===== src/hw/rtl/rqop_pkg.sv =====
package rqop_pkg;

    // Storage geometry of the slot memory.
    localparam int DEPTH       = 64;
    localparam int ENTRY_WIDTH = 64;
    localparam int IDX_W       = (DEPTH > 1) ? $clog2(DEPTH) : 1;
    localparam int CNT_W       = $clog2(DEPTH + 1);

    // Port and register widths fixed by the interface.
    localparam int WORD_W     = 64;
    localparam int CAP_W      = 7;
    localparam int MODE_W     = 2;
    localparam int CFG_IDX_W  = 1;
    localparam int CFG_DATA_W = 7;
    localparam int STAT_W     = 32;
    localparam int SEL_W      = 3;
    localparam int NUM_CNT    = 5;

    // Configuration register indexes.
    localparam logic [CFG_IDX_W-1:0] REG_CAPACITY = 1'b0;
    localparam logic [CFG_IDX_W-1:0] REG_OVERFLOW = 1'b1;

    // Full-queue rules; any other code acts as block.
    localparam logic [MODE_W-1:0] MODE_DROP_NEWEST = 2'd0;
    localparam logic [MODE_W-1:0] MODE_DROP_OLDEST = 2'd1;

    // Event counter slots.
    localparam logic [SEL_W-1:0] CNT_ENQUEUED  = 3'd0;
    localparam logic [SEL_W-1:0] CNT_DEQUEUED  = 3'd1;
    localparam logic [SEL_W-1:0] CNT_DROP_NEW  = 3'd2;
    localparam logic [SEL_W-1:0] CNT_DROP_OLD  = 3'd3;
    localparam logic [SEL_W-1:0] CNT_TIMEOUT   = 3'd4;
    localparam logic [SEL_W-1:0] SEL_SIZE      = 3'd5;
    localparam logic [SEL_W-1:0] SEL_MAX_SIZE  = 3'd6;

    typedef enum logic [2:0] {
        OP_ENQUEUE     = 3'd0,
        OP_DEQUEUE     = 3'd1,
        OP_PEEK        = 3'd2,
        OP_DRAIN       = 3'd3,
        OP_CLOSE_DRAIN = 3'd4,
        OP_CLOSE       = 3'd5,
        OP_READ_STAT   = 3'd6
    } op_t;

    typedef enum logic [2:0] {
        STS_ACCEPTED      = 3'd0,
        STS_CLOSED        = 3'd1,
        STS_DROPPED_NEWEST = 3'd2,
        STS_TIMED_OUT     = 3'd3,
        STS_NOTIFY_FAILED = 3'd4,
        STS_EMPTY         = 3'd5,
        STS_DONE          = 3'd6
    } status_t;

    typedef enum logic {
        ST_IDLE,
        ST_EXEC
    } fsm_t;

endpackage


===== src/hw/rtl/ring_queue_with_overflow_policy_core.sv =====
// Channel   | Handshake                 | Word
// ----------+---------------------------+------------------------------------------
// command   | start, busy (out)         | operation, entry_in, notify_wanted,
//           |                           | notify_succeeded, stat_select
// config    | cfg_write                 | cfg_index, cfg_data
// result    | strobe (out)              | status, entry_out, entry_valid,
//           |                           | evicted_entry, evicted_valid,
//           |                           | notify_sent, stat_value, last_of_run
//
// A command is taken when start is high and busy is low. The head slot is read
// in that cycle and the command executes in the next one, since the slot memory
// read is registered. The result word shows in the cycle after it is computed;
// busy already falls in the cycle of the last word, so the next command may be
// taken then. Drain and close-and-drain give one word per cycle.
// Reset empties the queue, clears the counters and sets capacity to 64 with the
// drop-newest rule; the slot memory is not cleared. The receiver cannot stall.
module ring_queue_with_overflow_policy_core
    import rqop_pkg::*;
(
    input  logic                  clk,
    input  logic                  rst_n,
    input  logic                  start,
    output logic                  busy,
    input  logic [2:0]            operation,
    input  logic [WORD_W-1:0]     entry_in,
    input  logic                  notify_wanted,
    input  logic                  notify_succeeded,
    input  logic [SEL_W-1:0]      stat_select,
    input  logic                  cfg_write,
    input  logic [CFG_IDX_W-1:0]  cfg_index,
    input  logic [CFG_DATA_W-1:0] cfg_data,
    output logic                  strobe,
    output logic [2:0]            status,
    output logic [WORD_W-1:0]     entry_out,
    output logic                  entry_valid,
    output logic [WORD_W-1:0]     evicted_entry,
    output logic                  evicted_valid,
    output logic                  notify_sent,
    output logic [STAT_W-1:0]     stat_value,
    output logic                  last_of_run
);

    // Control state.
    fsm_t                   state_reg, state_next;
    logic [IDX_W-1:0]       head_reg, head_next;
    logic [IDX_W-1:0]       tail_reg, tail_next;
    logic [CNT_W-1:0]       fill_reg, fill_next;
    logic [CNT_W-1:0]       peak_reg, peak_next;
    logic                   closed_reg, closed_next;
    logic [STAT_W-1:0]      cnt_reg [NUM_CNT];
    logic [STAT_W-1:0]      cnt_next [NUM_CNT];
    logic [CAP_W-1:0]       cap_reg, cap_next;
    logic [MODE_W-1:0]      mode_reg, mode_next;

    // Command captured at acceptance.
    logic [2:0]             op_reg;
    logic [ENTRY_WIDTH-1:0] entry_reg;
    logic                   notify_wanted_reg;
    logic                   notify_ok_reg;
    logic [SEL_W-1:0]       sel_reg;

    // Result word.
    logic                   strobe_reg, strobe_next;
    status_t                status_reg, status_next;
    logic [WORD_W-1:0]      entry_out_reg, entry_out_next;
    logic                   entry_valid_reg, entry_valid_next;
    logic [WORD_W-1:0]      evicted_reg, evicted_next;
    logic                   evicted_valid_reg, evicted_valid_next;
    logic                   notified_reg, notified_next;
    logic [STAT_W-1:0]      stat_reg, stat_next;
    logic                   last_reg, last_next;

    // Slot memory port.
    logic                   ram_we;
    logic [ENTRY_WIDTH-1:0] ram_rdata;

    logic                   accept;
    logic [CAP_W-1:0]       cap_eff;

    assign accept = start && (state_reg == ST_IDLE);
    assign busy   = (state_reg != ST_IDLE);

    // Capacity clamped into 1..DEPTH.
    always_comb
    begin
        if (cap_reg == '0)
        begin
            cap_eff = CAP_W'(1);
        end
        else if (cap_reg > CAP_W'(DEPTH))
        begin
            cap_eff = CAP_W'(DEPTH);
        end
        else
        begin
            cap_eff = cap_reg;
        end
    end

    // Ring index step with wrap at the active capacity.
    function automatic logic [IDX_W-1:0] advance(input logic [IDX_W-1:0] idx,
                                                 input logic [CAP_W-1:0] cap);
        if (CAP_W'(idx) == cap - CAP_W'(1))
        begin
            return '0;
        end
        return idx + IDX_W'(1);
    endfunction

    // The head slot is always being read, so its word is ready in the next cycle.
    rqop_ram #(
        .WIDTH (ENTRY_WIDTH),
        .DEPTH (DEPTH)
    ) u_slots (
        .clk   (clk),
        .we    (ram_we),
        .waddr (tail_reg),
        .wdata (entry_reg),
        .raddr (head_next),
        .rdata (ram_rdata)
    );

    // Next state, queue update and result word.
    always_comb
    begin
        logic full;
        logic [CNT_W-1:0] fill_inc;

        full     = CAP_W'(fill_reg) >= cap_eff;
        fill_inc = fill_reg + CNT_W'(1);

        state_next  = state_reg;
        head_next   = head_reg;
        tail_next   = tail_reg;
        fill_next   = fill_reg;
        peak_next   = peak_reg;
        closed_next = closed_reg;
        cap_next    = cap_reg;
        mode_next   = mode_reg;
        for (int i = 0; i < NUM_CNT; i++)
        begin
            cnt_next[i] = cnt_reg[i];
        end
        ram_we = 1'b0;

        strobe_next        = 1'b0;
        status_next        = STS_ACCEPTED;
        entry_out_next     = '0;
        entry_valid_next   = 1'b0;
        evicted_next       = '0;
        evicted_valid_next = 1'b0;
        notified_next      = 1'b0;
        stat_next          = '0;
        last_next          = 1'b1;

        case (state_reg)
            ST_IDLE:
            begin
                if (accept)
                begin
                    state_next = ST_EXEC;
                end
            end
            ST_EXEC:
            begin
                strobe_next = 1'b1;
                state_next  = ST_IDLE;
                case (op_reg)
                    OP_ENQUEUE:
                    begin
                        if (closed_reg)
                        begin
                            status_next = STS_CLOSED;
                        end
                        else if (full && mode_reg == MODE_DROP_NEWEST)
                        begin
                            cnt_next[CNT_DROP_NEW] = cnt_reg[CNT_DROP_NEW] + STAT_W'(1);
                            status_next = STS_DROPPED_NEWEST;
                        end
                        else if (full && mode_reg == MODE_DROP_OLDEST)
                        begin
                            // Evict the head and put the new entry in its place.
                            evicted_next           = WORD_W'(ram_rdata);
                            evicted_valid_next     = 1'b1;
                            head_next              = advance(head_reg, cap_eff);
                            tail_next              = advance(tail_reg, cap_eff);
                            ram_we                 = 1'b1;
                            cnt_next[CNT_DROP_OLD] = cnt_reg[CNT_DROP_OLD] + STAT_W'(1);
                            cnt_next[CNT_ENQUEUED] = cnt_reg[CNT_ENQUEUED] + STAT_W'(1);
                            if (fill_reg > peak_reg)
                            begin
                                peak_next = fill_reg;
                            end
                        end
                        else if (full)
                        begin
                            cnt_next[CNT_TIMEOUT] = cnt_reg[CNT_TIMEOUT] + STAT_W'(1);
                            status_next = STS_TIMED_OUT;
                        end
                        else
                        begin
                            if (fill_inc > peak_reg)
                            begin
                                peak_next = fill_inc;
                            end
                            // A failed wake-up of an empty queue undoes the enqueue.
                            if (fill_reg == '0 && notify_wanted_reg && !notify_ok_reg)
                            begin
                                status_next = STS_NOTIFY_FAILED;
                            end
                            else
                            begin
                                ram_we                 = 1'b1;
                                tail_next              = advance(tail_reg, cap_eff);
                                fill_next              = fill_inc;
                                cnt_next[CNT_ENQUEUED] = cnt_reg[CNT_ENQUEUED] + STAT_W'(1);
                                notified_next          = (fill_reg == '0) && notify_wanted_reg;
                            end
                        end
                    end
                    OP_DEQUEUE, OP_PEEK:
                    begin
                        if (fill_reg == '0)
                        begin
                            status_next = STS_EMPTY;
                        end
                        else
                        begin
                            entry_out_next   = WORD_W'(ram_rdata);
                            entry_valid_next = 1'b1;
                            if (op_reg == OP_DEQUEUE)
                            begin
                                head_next = advance(head_reg, cap_eff);
                                fill_next = fill_reg - CNT_W'(1);
                                cnt_next[CNT_DEQUEUED] = cnt_reg[CNT_DEQUEUED] + STAT_W'(1);
                            end
                        end
                    end
                    OP_DRAIN, OP_CLOSE_DRAIN:
                    begin
                        status_next = STS_DONE;
                        if (op_reg == OP_CLOSE_DRAIN)
                        begin
                            closed_next = 1'b1;
                        end
                        if (fill_reg != '0)
                        begin
                            // One entry a cycle; the next head is read meanwhile.
                            entry_out_next   = WORD_W'(ram_rdata);
                            entry_valid_next = 1'b1;
                            head_next        = advance(head_reg, cap_eff);
                            fill_next        = fill_reg - CNT_W'(1);
                            if (fill_reg != CNT_W'(1))
                            begin
                                last_next  = 1'b0;
                                state_next = ST_EXEC;
                            end
                            else
                            begin
                                tail_next = advance(head_reg, cap_eff);
                            end
                        end
                    end
                    OP_CLOSE:
                    begin
                        closed_next = 1'b1;
                        status_next = STS_DONE;
                    end
                    OP_READ_STAT:
                    begin
                        if (sel_reg < SEL_W'(NUM_CNT))
                        begin
                            stat_next = cnt_reg[sel_reg];
                        end
                        else if (sel_reg == SEL_SIZE)
                        begin
                            stat_next = STAT_W'(fill_reg);
                        end
                        else if (sel_reg == SEL_MAX_SIZE)
                        begin
                            stat_next = STAT_W'(peak_reg);
                        end
                    end
                    default:
                    begin
                        status_next = STS_DONE;
                    end
                endcase
            end
            default:
            begin
                state_next = ST_IDLE;
            end
        endcase

        // Configuration writes must arrive only while idle; the block itself does not enforce this.
        if (cfg_write)
        begin
            case (cfg_index)
                REG_CAPACITY:
                begin
                    cap_next  = cfg_data;
                    head_next = '0;
                    tail_next = '0;
                    fill_next = '0;
                end
                REG_OVERFLOW:
                begin
                    mode_next = cfg_data[MODE_W-1:0];
                end
                default:
                begin
                    mode_next = mode_reg;
                end
            endcase
        end
    end

    // Control registers.
    always_ff @(posedge clk or negedge rst_n)
    begin
        if (!rst_n)
        begin
            state_reg  <= ST_IDLE;
            head_reg   <= '0;
            tail_reg   <= '0;
            fill_reg   <= '0;
            peak_reg   <= '0;
            closed_reg <= 1'b0;
            cap_reg    <= CAP_W'(DEPTH);
            mode_reg   <= MODE_DROP_NEWEST;
            strobe_reg <= 1'b0;
            for (int i = 0; i < NUM_CNT; i++)
            begin
                cnt_reg[i] <= '0;
            end
        end
        else
        begin
            state_reg  <= state_next;
            head_reg   <= head_next;
            tail_reg   <= tail_next;
            fill_reg   <= fill_next;
            peak_reg   <= peak_next;
            closed_reg <= closed_next;
            cap_reg    <= cap_next;
            mode_reg   <= mode_next;
            strobe_reg <= strobe_next;
            for (int i = 0; i < NUM_CNT; i++)
            begin
                cnt_reg[i] <= cnt_next[i];
            end
        end
    end

    // Command capture and result word; payload needs no reset.
    always_ff @(posedge clk)
    begin
        if (accept)
        begin
            op_reg            <= operation;
            entry_reg         <= entry_in[ENTRY_WIDTH-1:0];
            notify_wanted_reg <= notify_wanted;
            notify_ok_reg     <= notify_succeeded;
            sel_reg           <= stat_select;
        end
        if (state_reg == ST_EXEC)
        begin
            status_reg        <= status_next;
            entry_out_reg     <= entry_out_next;
            entry_valid_reg   <= entry_valid_next;
            evicted_reg       <= evicted_next;
            evicted_valid_reg <= evicted_valid_next;
            notified_reg      <= notified_next;
            stat_reg          <= stat_next;
            last_reg          <= last_next;
        end
    end

    assign strobe            = strobe_reg;
    assign status            = status_reg;
    assign entry_out         = entry_out_reg;
    assign entry_valid       = entry_valid_reg;
    assign evicted_entry     = evicted_reg;
    assign evicted_valid     = evicted_valid_reg;
    assign notify_sent       = notified_reg;
    assign stat_value        = stat_reg;
    assign last_of_run       = last_reg;

    // Head and tail stay inside the active ring.
    a_ring_bounds: assert property (@(posedge clk) disable iff (!rst_n)
        CAP_W'(head_reg) < cap_eff && CAP_W'(tail_reg) < cap_eff)
        else $error("ring index outside active capacity");

    // An empty queue has its head and tail together.
    a_empty_aligned: assert property (@(posedge clk) disable iff (!rst_n)
        fill_reg == '0 |-> head_reg == tail_reg)
        else $error("empty queue with head and tail apart");

    // A word that is not the last of its run means the block is still busy.
    a_run_busy: assert property (@(posedge clk) disable iff (!rst_n)
        strobe_reg && !last_reg |-> busy)
        else $error("run continues while block is idle");

    // Every accepted command produces a result word once it has executed.
    a_cmd_result: assert property (@(posedge clk) disable iff (!rst_n)
        accept |=> ##1 strobe_reg)
        else $error("accepted command gave no result");

    // Fill never exceeds the active capacity.
    a_fill_bound: assert property (@(posedge clk) disable iff (!rst_n)
        CAP_W'(fill_reg) <= cap_eff)
        else $error("fill count above capacity");

endmodule


===== src/hw/rtl/rqop_ram.sv =====
module rqop_ram #(
    parameter int WIDTH = 64,
    parameter int DEPTH = 64,
    parameter int ADDR_W = (DEPTH > 1) ? $clog2(DEPTH) : 1
) (
    input  logic              clk,
    input  logic              we,
    input  logic [ADDR_W-1:0] waddr,
    input  logic [WIDTH-1:0]  wdata,
    input  logic [ADDR_W-1:0] raddr,
    output logic [WIDTH-1:0]  rdata
);

    logic [WIDTH-1:0] mem [DEPTH];

    // One write port and one registered read port; a read of the entry being
    // written returns the old word.
    always_ff @(posedge clk)
    begin
        if (we)
        begin
            mem[waddr] <= wdata;
        end
        rdata <= mem[raddr];
    end

endmodule


===== config.mk =====
export PLATFORM = sky130hd
export DESIGN_NAME = ring_queue_with_overflow_policy_core
export DESIGN_NICKNAME = d
export VERILOG_FILES = /design/src/hw/rtl/rqop_pkg.sv /design/src/hw/rtl/ring_queue_with_overflow_policy_core.sv /design/src/hw/rtl/rqop_ram.sv
export SDC_FILE = /design/constraint.sdc
export NUM_CORES = 2
export LEC_CHECK = 0
export BUFFER_PORTS_ARGS = -buffer_cell sky130_fd_sc_hd__buf_4
export CAP_MARGIN = 20
export CORE_AREA = 2 2 556 558
export DETAILED_ROUTE_END_ITERATION = 12
export DIE_AREA = 0 0 558 560
export HOLD_SLACK_MARGIN = 0.02
export PLACE_DENSITY_LB_ADDON = 0.12
export SLEW_MARGIN = 5
export SYNTH_ARGS = -nofsm -noshare
export SYNTH_HDL_FRONTEND = slang
export SYNTH_HIERARCHICAL = 1
export SYNTH_SLANG_ARGS = --single-unit

===== constraint.sdc =====
create_clock -name clk -period 12.8 [get_ports clk]
set_input_delay 2.56 -clock clk [delete_from_list [all_inputs] [get_ports clk]]
set_output_delay 2.56 -clock clk [all_outputs]
set_load 0.05 [all_outputs]

# ---- Word level (Yosys, flattened, before mapping)
# Memory sizes are Yosys's and may differ from the RTL's. A register that Yosys moved wholly into a read port is not among the register bits.
# Index checks and enable logic that the tools add are counted.
# W data, S select, Z words.
dict set report word_totals {
  regBits 437
  ram_bits 4096
  input_bits 84
  memories 1
}
dict set report classes {
  addsub 10
  order_cmp 6
  n_eq_ne 16
  n_mux 118
  n_bitwise 8
  reduce_logical 28
}
# name words word_bits rd rd_ports_with_merged_regs wr line
set mem_list {}
lappend mem_list {u_slots.mem 64 64 1 1 1 rqop_ram.sv:14} ;# logic [WIDTH-1:0] mem [DEPTH];
# cell n
set ops {}
lappend ops {{$mux W32} 6}
lappend ops {{$mux W6} 27}
lappend ops {{$add A32 B1 Y32 const B} 5}
lappend ops {{$mux W7} 19}
lappend ops {{$mux W64} 2}
lappend ops {{$pmux W64 S2} 1}
lappend ops {{$bmux W32 S3} 1}
lappend ops {{$mux W1} 49}
lappend ops {{$pmux W7 S3} 1}
lappend ops {{$mux W3} 6}
lappend ops {{$pmux W6 S3} 1}
lappend ops {{$eq A3 B3 Y1 const B} 5}
lappend ops {{$eq A6 B7 Y1} 2}
lappend ops {{$gt A7 B7 Y1} 2}
lappend ops {{$logic_not A7 Y1} 2}
lappend ops {{$sub A7 B1 Y7 const B} 2}
lappend ops {{$add A6 B1 Y6 const B} 2}
lappend ops {{$pmux W6 S2} 1}
lappend ops {{$reduce_and A6 Y1} 2}
lappend ops {{$pmux W3 S3} 1}
lappend ops {{$reduce_and A4 Y1} 2}
lappend ops {{$add A7 B1 Y7 const B} 1}
lappend ops {{$ge A7 B7 Y1} 1}
lappend ops {{$gt A7 B7 Y1 const B} 1}
lappend ops {{other kinds (25)} 44}

# ---- Logic depth before layout (Yosys ltp)
dict set report logic_depth {
  ltp_word 23
  depth_mapped 23
}

# ---- By module
# Netlist, hierarchy kept.
# mod n_inst cells_each area_per_inst_um2
set modules_own_cells {}
lappend modules_own_cells {rqop_ram 1 6812 156888.0}
lappend modules_own_cells {ring_queue_with_overflow_policy_core 1 1579 19969.2}

# ---- Worst setup path after synthesis
# No wires, ideal clock.
dict set report synth_timing {
  path_type {reg2reg}
  from {reg state_reg, in the netlist busy}
  to {mem u_slots.mem[48][0], enable pin}
  setup_ps 565
  t_arrival_ps 10262
  path_slack_ps 1973
  stages_incl_launch_ff 8
  n_path_buf 2
  path_cell_list {dfrtp_1 inv_1 nor3_2 buf_2 and2_0 clkbuf_1 nand2_1 nor3_1}
}
dict set report synth_between {
  elab_chain_len 3
}
# element line
set synth_rtl {}
lappend synth_rtl {{from (decl)} ring_queue_with_overflow_policy_core.sv:44} ;# fsm_t state_reg, state_next;
lappend synth_rtl {{from (signal assigned)} ring_queue_with_overflow_policy_core.sv:340} ;# state_reg <= state_next;
lappend synth_rtl {{$mux W1} ring_queue_with_overflow_policy_core.sv:156} ;# case (state_reg)
lappend synth_rtl {{named net ram_we} ring_queue_with_overflow_policy_core.sv:74} ;# logic ram_we;
lappend synth_rtl {{$mux W1} rqop_ram.sv:20} ;# if (we)
lappend synth_rtl {{$mux W1 (implied by the code)} rqop_ram.sv:22} ;# mem[waddr] <= wdata;
lappend synth_rtl {{to (decl)} rqop_ram.sv:14}
# The timed path passes the listed nets, and every way through them passes these cells.

# ---- Worst setup path after layout
dict set report layout_timing {
  from {reg cap_reg[6]}
  to {reg u_slots.rdata[10] (read register of u_slots.mem)}
}
dict set report layout_between {
  elab_chain_len 19
}
# element line
set layout_rtl {}
lappend layout_rtl {{from (decl)} ring_queue_with_overflow_policy_core.sv:52} ;# logic [CAP_W-1:0] cap_reg, cap_next;
lappend layout_rtl {{from (signal assigned)} ring_queue_with_overflow_policy_core.sv:330} ;# cap_reg <= CAP_W'(DEPTH);
lappend layout_rtl {{from (signal assigned)} ring_queue_with_overflow_policy_core.sv:346} ;# cap_reg <= cap_next;
lappend layout_rtl {{$gt A7 B7 Y1} ring_queue_with_overflow_policy_core.sv:90} ;# else if (cap_reg > CAP_W'(DEPTH))
lappend layout_rtl {{$mux W7} ring_queue_with_overflow_policy_core.sv:90}
lappend layout_rtl {{$mux W7 (*)} ring_queue_with_overflow_policy_core.sv:86} ;# if (cap_reg == '0)
lappend layout_rtl {{$sub A7 B1 Y7} ring_queue_with_overflow_policy_core.sv:103} ;# if (CAP_W'(idx) == cap - CAP_W'(1))
lappend layout_rtl {{$eq A6 B7 Y1} ring_queue_with_overflow_policy_core.sv:103}
lappend layout_rtl {{$mux W1} ring_queue_with_overflow_policy_core.sv:103}
lappend layout_rtl {{$mux W1} ring_queue_with_overflow_policy_core.sv:180} ;# else if (full && mode_reg == MODE_DROP_OLDEST)
lappend layout_rtl {{$mux W1} ring_queue_with_overflow_policy_core.sv:175} ;# else if (full && mode_reg == MODE_DROP_NEWEST)
lappend layout_rtl {{[4 not listed]} n/a}
lappend layout_rtl {{$mux W6} ring_queue_with_overflow_policy_core.sv:180}
lappend layout_rtl {{$mux W6} ring_queue_with_overflow_policy_core.sv:175}
lappend layout_rtl {{$mux W6} ring_queue_with_overflow_policy_core.sv:171} ;# if (closed_reg)
lappend layout_rtl {{$pmux W6 S3 (*)} ring_queue_with_overflow_policy_core.sv:168} ;# case (op_reg)
lappend layout_rtl {{$mux W6 (*)} ring_queue_with_overflow_policy_core.sv:156}
lappend layout_rtl {{$mux W6} ring_queue_with_overflow_policy_core.sv:299} ;# case (cfg_index)
lappend layout_rtl {{$mux W6 (*)} ring_queue_with_overflow_policy_core.sv:297} ;# if (cfg_write)
lappend layout_rtl {{named net head_next[1]} ring_queue_with_overflow_policy_core.sv:45} ;# logic [IDX_W-1:0] head_reg, head_next;
lappend layout_rtl {{to (decl)} rqop_ram.sv:11} ;# output logic [WIDTH-1:0] rdata
# The timed path passes the listed nets; every way through them passes the cells marked *. The select of a mux whose other input is x is not followed.
# A chain may end at the register's enable or synchronous reset.

==> results.sh <==
export IMPL_setup_viol_count_final=0
export IMPL_pwr_share_clk_pct=39.7
export IMPL_die_outline_area_sq_mm=0.312
export IMPL_crit_required_ns=13.71
export IMPL_hold_path_class="register to register"
export IMPL_reg2regPathDepth=18
export IMPL_slew_limit_fails=0
export IMPL_vias=90765
export IMPL_cts_max_level=5
export IMPL_cts_max_path_buffers=4
export IMPL_grt_first_pass_wirelength_um=681000
export IMPL_synth_cells=8391
export IMPL_maxClockFrequency_mhz=132
export IMPL_routed_via_density=6.75
export IMPL_die_w_um=558
export IMPL_worst_ir_drop_vdd_mv=0.131
export IMPL_clock_sinks=4597
export IMPL_syn_to_final_growth_pct=12.9
export IMPL_synth_area_sq_mm=0.177
export IMPL_mappedNetlistNets=8507
export IMPL_timing_critical_path_from_type="register"
export IMPL_routed_wl_um=485000
export IMPL_detail_route_antenna_nets=0
export IMPL_grt_overflow_total=0
export IMPL_switching_power_w=0.00774
export IMPL_net_count_of_the_finished_layout=9043
export IMPL_critical_path_arrival_ns=8.49
export IMPL_number_of_flops_mapped_to_enable_cells_by_yosys=4335
export IMPL_postSynth_topFlopCell="sky130_fd_sc_hd__edfxtp_1"
export IMPL_clock_latency_ns=1.03
export IMPL_placement_cell_area_sq_mm=0.185
export IMPL_place_port_buffers=252
export IMPL_slew_headroom_pct=15.7
export IMPL_hpwlAfterDp_um=260000
export IMPL_setup_tns_ns=0
export IMPL_cts_made_buffers=452
export IMPL_initial_antenna_violation_count=16
export IMPL_whs_path_depth=1
export IMPL_synth_seq_cells=4597
export IMPL_clock_tree_from_tritoncts="built"
export IMPL_yosys_cell_count_top_type="sky130_fd_sc_hd__edfxtp_1"
export IMPL_async_flop_share_pct=4.31
export IMPL_status="completed"
export IMPL_final_min_clock_period_ns=7.58
export IMPL_drt_drc_violations_left=0
export IMPL_power_leakage_nw=62.5
export IMPL_largest_register_ffs=4096
export IMPL_unique_cell_type_count_in_the_yosys_netlist=84
export IMPL_internal_power_w=0.0258
export IMPL_switching_share_pct=23.1
export IMPL_finalHoldViolations=0
export IMPL_maximum_number_of_pins_on_one_net_before_global_route_repair=120
export IMPL_period_share_pct=59.2
export IMPL_rsz0062_at_grt="no"
export IMPL_timing_setup_critical_path_class="register to register"
export IMPL_io_pins=253
export IMPL_drv_cap=0
export IMPL_post_synth_top_area_fraction_pct=73.6
export IMPL_drtIter0Drc=13256
export IMPL_core_area_sq_mm=0.307
export IMPL_max_slew_worst_pin_slew_ns=1.26
export IMPL_grt_total_usage_pct=31.2
export IMPL_end_kind="register"
export IMPL_initial_core_util_pct=57.6
export IMPL_pwr_share_seq_pct=50.5
export IMPL_detail_route_wl_per_cell_um=36.1
export IMPL_cts_post_setup_buffers_inserted=0
export IMPL_yosys_top_cells_count="sky130_fd_sc_hd__edfxtp_1, sky130_fd_sc_hd__mux4_2, sky130_fd_sc_hd__nand2_1, sky130_fd_sc_hd__nand3_1, sky130_fd_sc_hd__nor2_1"
export IMPL_p_comb_share_pct=9.8
export IMPL_final_layout_size_suffix_gt1_share_pct=25.7
export IMPL_row_count=204
export IMPL_power_per_cell_area_mw_per_mm2=168
export IMPL_yosysSeqAreaShare_pct=77.1
export IMPL_cts_resized=0
export IMPL_dieHeight_um=560
export IMPL_final_setup_skew_ns=0.0618
export IMPL_yosys_top_cells_area="sky130_fd_sc_hd__edfxtp_1, sky130_fd_sc_hd__mux4_2, sky130_fd_sc_hd__dfrtp_1"
export IMPL_path_clk_slew_ns=0.06
export IMPL_root_buffer="sky130_fd_sc_hd__clkbuf_16"
export IMPL_count_of_yosys_warnings_during_synthesis=6
export IMPL_syn_mean_instance_area_sq_um=21.1
export IMPL_dpl_cell_count=12590
export IMPL_finish_instance_area_sq_mm=0.200
export IMPL_synth_top_cell_by_area="sky130_fd_sc_hd__edfxtp_1"
export IMPL_finalWeightedCongestion=0.841
export IMPL_crit_fanout=117
export IMPL_hold_buffers=0
export IMPL_via_count_of_the_first_global_routing_pass=89535
export IMPL_detailedRoute_firstPassIterationCount=6
export IMPL_final_cells=13450
## worst max-delay path, cell delays in order (launching register included)
cell and delay [ns]:
sky130_fd_sc_hd__dfstp_2 0.63, sky130_fd_sc_hd__inv_2 0.11, sky130_fd_sc_hd__a22oi_1 0.43, sky130_fd_sc_hd__inv_1 0.11, sky130_fd_sc_hd__ha_1 0.29, sky130_fd_sc_hd__nor2b_1 0.13, sky130_fd_sc_hd__o21ai_1 0.15, sky130_fd_sc_hd__a21oi_1 0.62
sky130_fd_sc_hd__nor3_2 0.13, sky130_fd_sc_hd__o21ai_0 0.65, sky130_fd_sc_hd__a22oi_1 0.26, sky130_fd_sc_hd__nor2_4 0.50, sky130_fd_sc_hd__buf_4 0.46, sky130_fd_sc_hd__buf_12 0.56, sky130_fd_sc_hd__buf_4 0.82, sky130_fd_sc_hd__mux4_2 0.46
sky130_fd_sc_hd__a22oi_1 0.55, sky130_fd_sc_hd__nand4_1 0.15, sky130_fd_sc_hd__and3_1 0.20
## cell families (layout without fill, tap and decap cells)
logic type	count (synthesis)	after routing	synth area share (%)
other cells	0	6	0
flops	4597	4597	77.1
compound gates	558	558	2.16
xor+xnor	182	182	0.912
mux	1232	1232	14.4
buf+inv	495	1428	1.39
simple gates	1295	1295	3.73
fa+ha+maj	32	32	0.226
## stage by stage
stage / hold WS (ns) / utilization (%) / setup WS [ns] / power, W
floorplan: 0.436 / - / 1.97 / 0.0198
global placement: 0.459 / 60.1 / 5.37 / 0.0206
detailed placement: 0.462 / 60.1 / 5.30 / 0.0206
CTS: 0.474 / 65.0 / 5.25 / 0.0337
global route: 0.486 / 65.0 / 4.79 / 0.0345
finish: 0.475 / 65.0 / 5.22 / 0.0336
## cell usage in the layout, fill, tap and decap left out, types with 121 or more instances in the layout
| cell | instances |
|---|---|
| sky130_fd_sc_hd__nand2_1 | 308 |
| sky130_fd_sc_hd__clkbuf_16 | 459 |
| sky130_fd_sc_hd__nand3_1 | 253 |
| sky130_fd_sc_hd__edfxtp_1 | 4335 |
| sky130_fd_sc_hd__a22oi_1 | 157 |
| sky130_fd_sc_hd__mux4_2 | 1056 |
| sky130_fd_sc_hd__xnor2_1 | 121 |
| sky130_fd_sc_hd__and2_1 | 138 |
| sky130_fd_sc_hd__nor2_1 | 140 |
| sky130_fd_sc_hd__dfrtp_1 | 196 |
| sky130_fd_sc_hd__buf_4 | 527 |
| sky130_fd_sc_hd__mux2i_1 | 168 |
## per-layer routing
metal / vias to the layer above / track usage, % / wire length (um)
li1: 35852 / - / -
met1: 48378 / 45.0 / 182000
met2: 5685 / 49.6 / 234000
met3: 848 / 5.38 / 52800
met4: 2 / 9.28 / 15800
met5: - / 0 / 403
## power groups by stage
stage                     Combinational [W]  Clock (W)  Sequential, W
after floorplan                     0.00206          0         0.0177
after global placement              0.00330          0         0.0173
after detailed placement            0.00334          0         0.0173
after CTS                           0.00335     0.0134         0.0169
after global routing                0.00356     0.0140         0.0170
final                               0.00330     0.0133         0.0169
## worst paths after layout
| check | slack [ns] | startpoint | end |
|---|---|---|---|
| min in group asynchronous | 1.71 | rst_n | cnt_reg[20] |
| worst max register to register | 5.22 | cap_reg[6] | u_slots/rdata[10] |
| worst min-delay path | 0.47 | cnt_reg[31] | cnt_reg[31] |
| worst min register to register | 0.47 | cnt_reg[31] | cnt_reg[31] |
| worst max-delay path | 5.22 | cap_reg[6] | u_slots/rdata[10] |
| max in group asynchronous | 9.82 | rst_n | head_reg[0] |
## area by class of cell
class / count / area [sq um]
fill: 20207 / 107000
clock inverter: 242 / 2550
multi-input combinational: 3299 / 38600
sequential: 4597 / 136000
tap: 4120 / 5150
antenna: 6 / 15.0
timing repair buffer: 547 / 4370
clock buffer: 609 / 12400
inverter: 30 / 113
(Power assumes the default switching activity.)
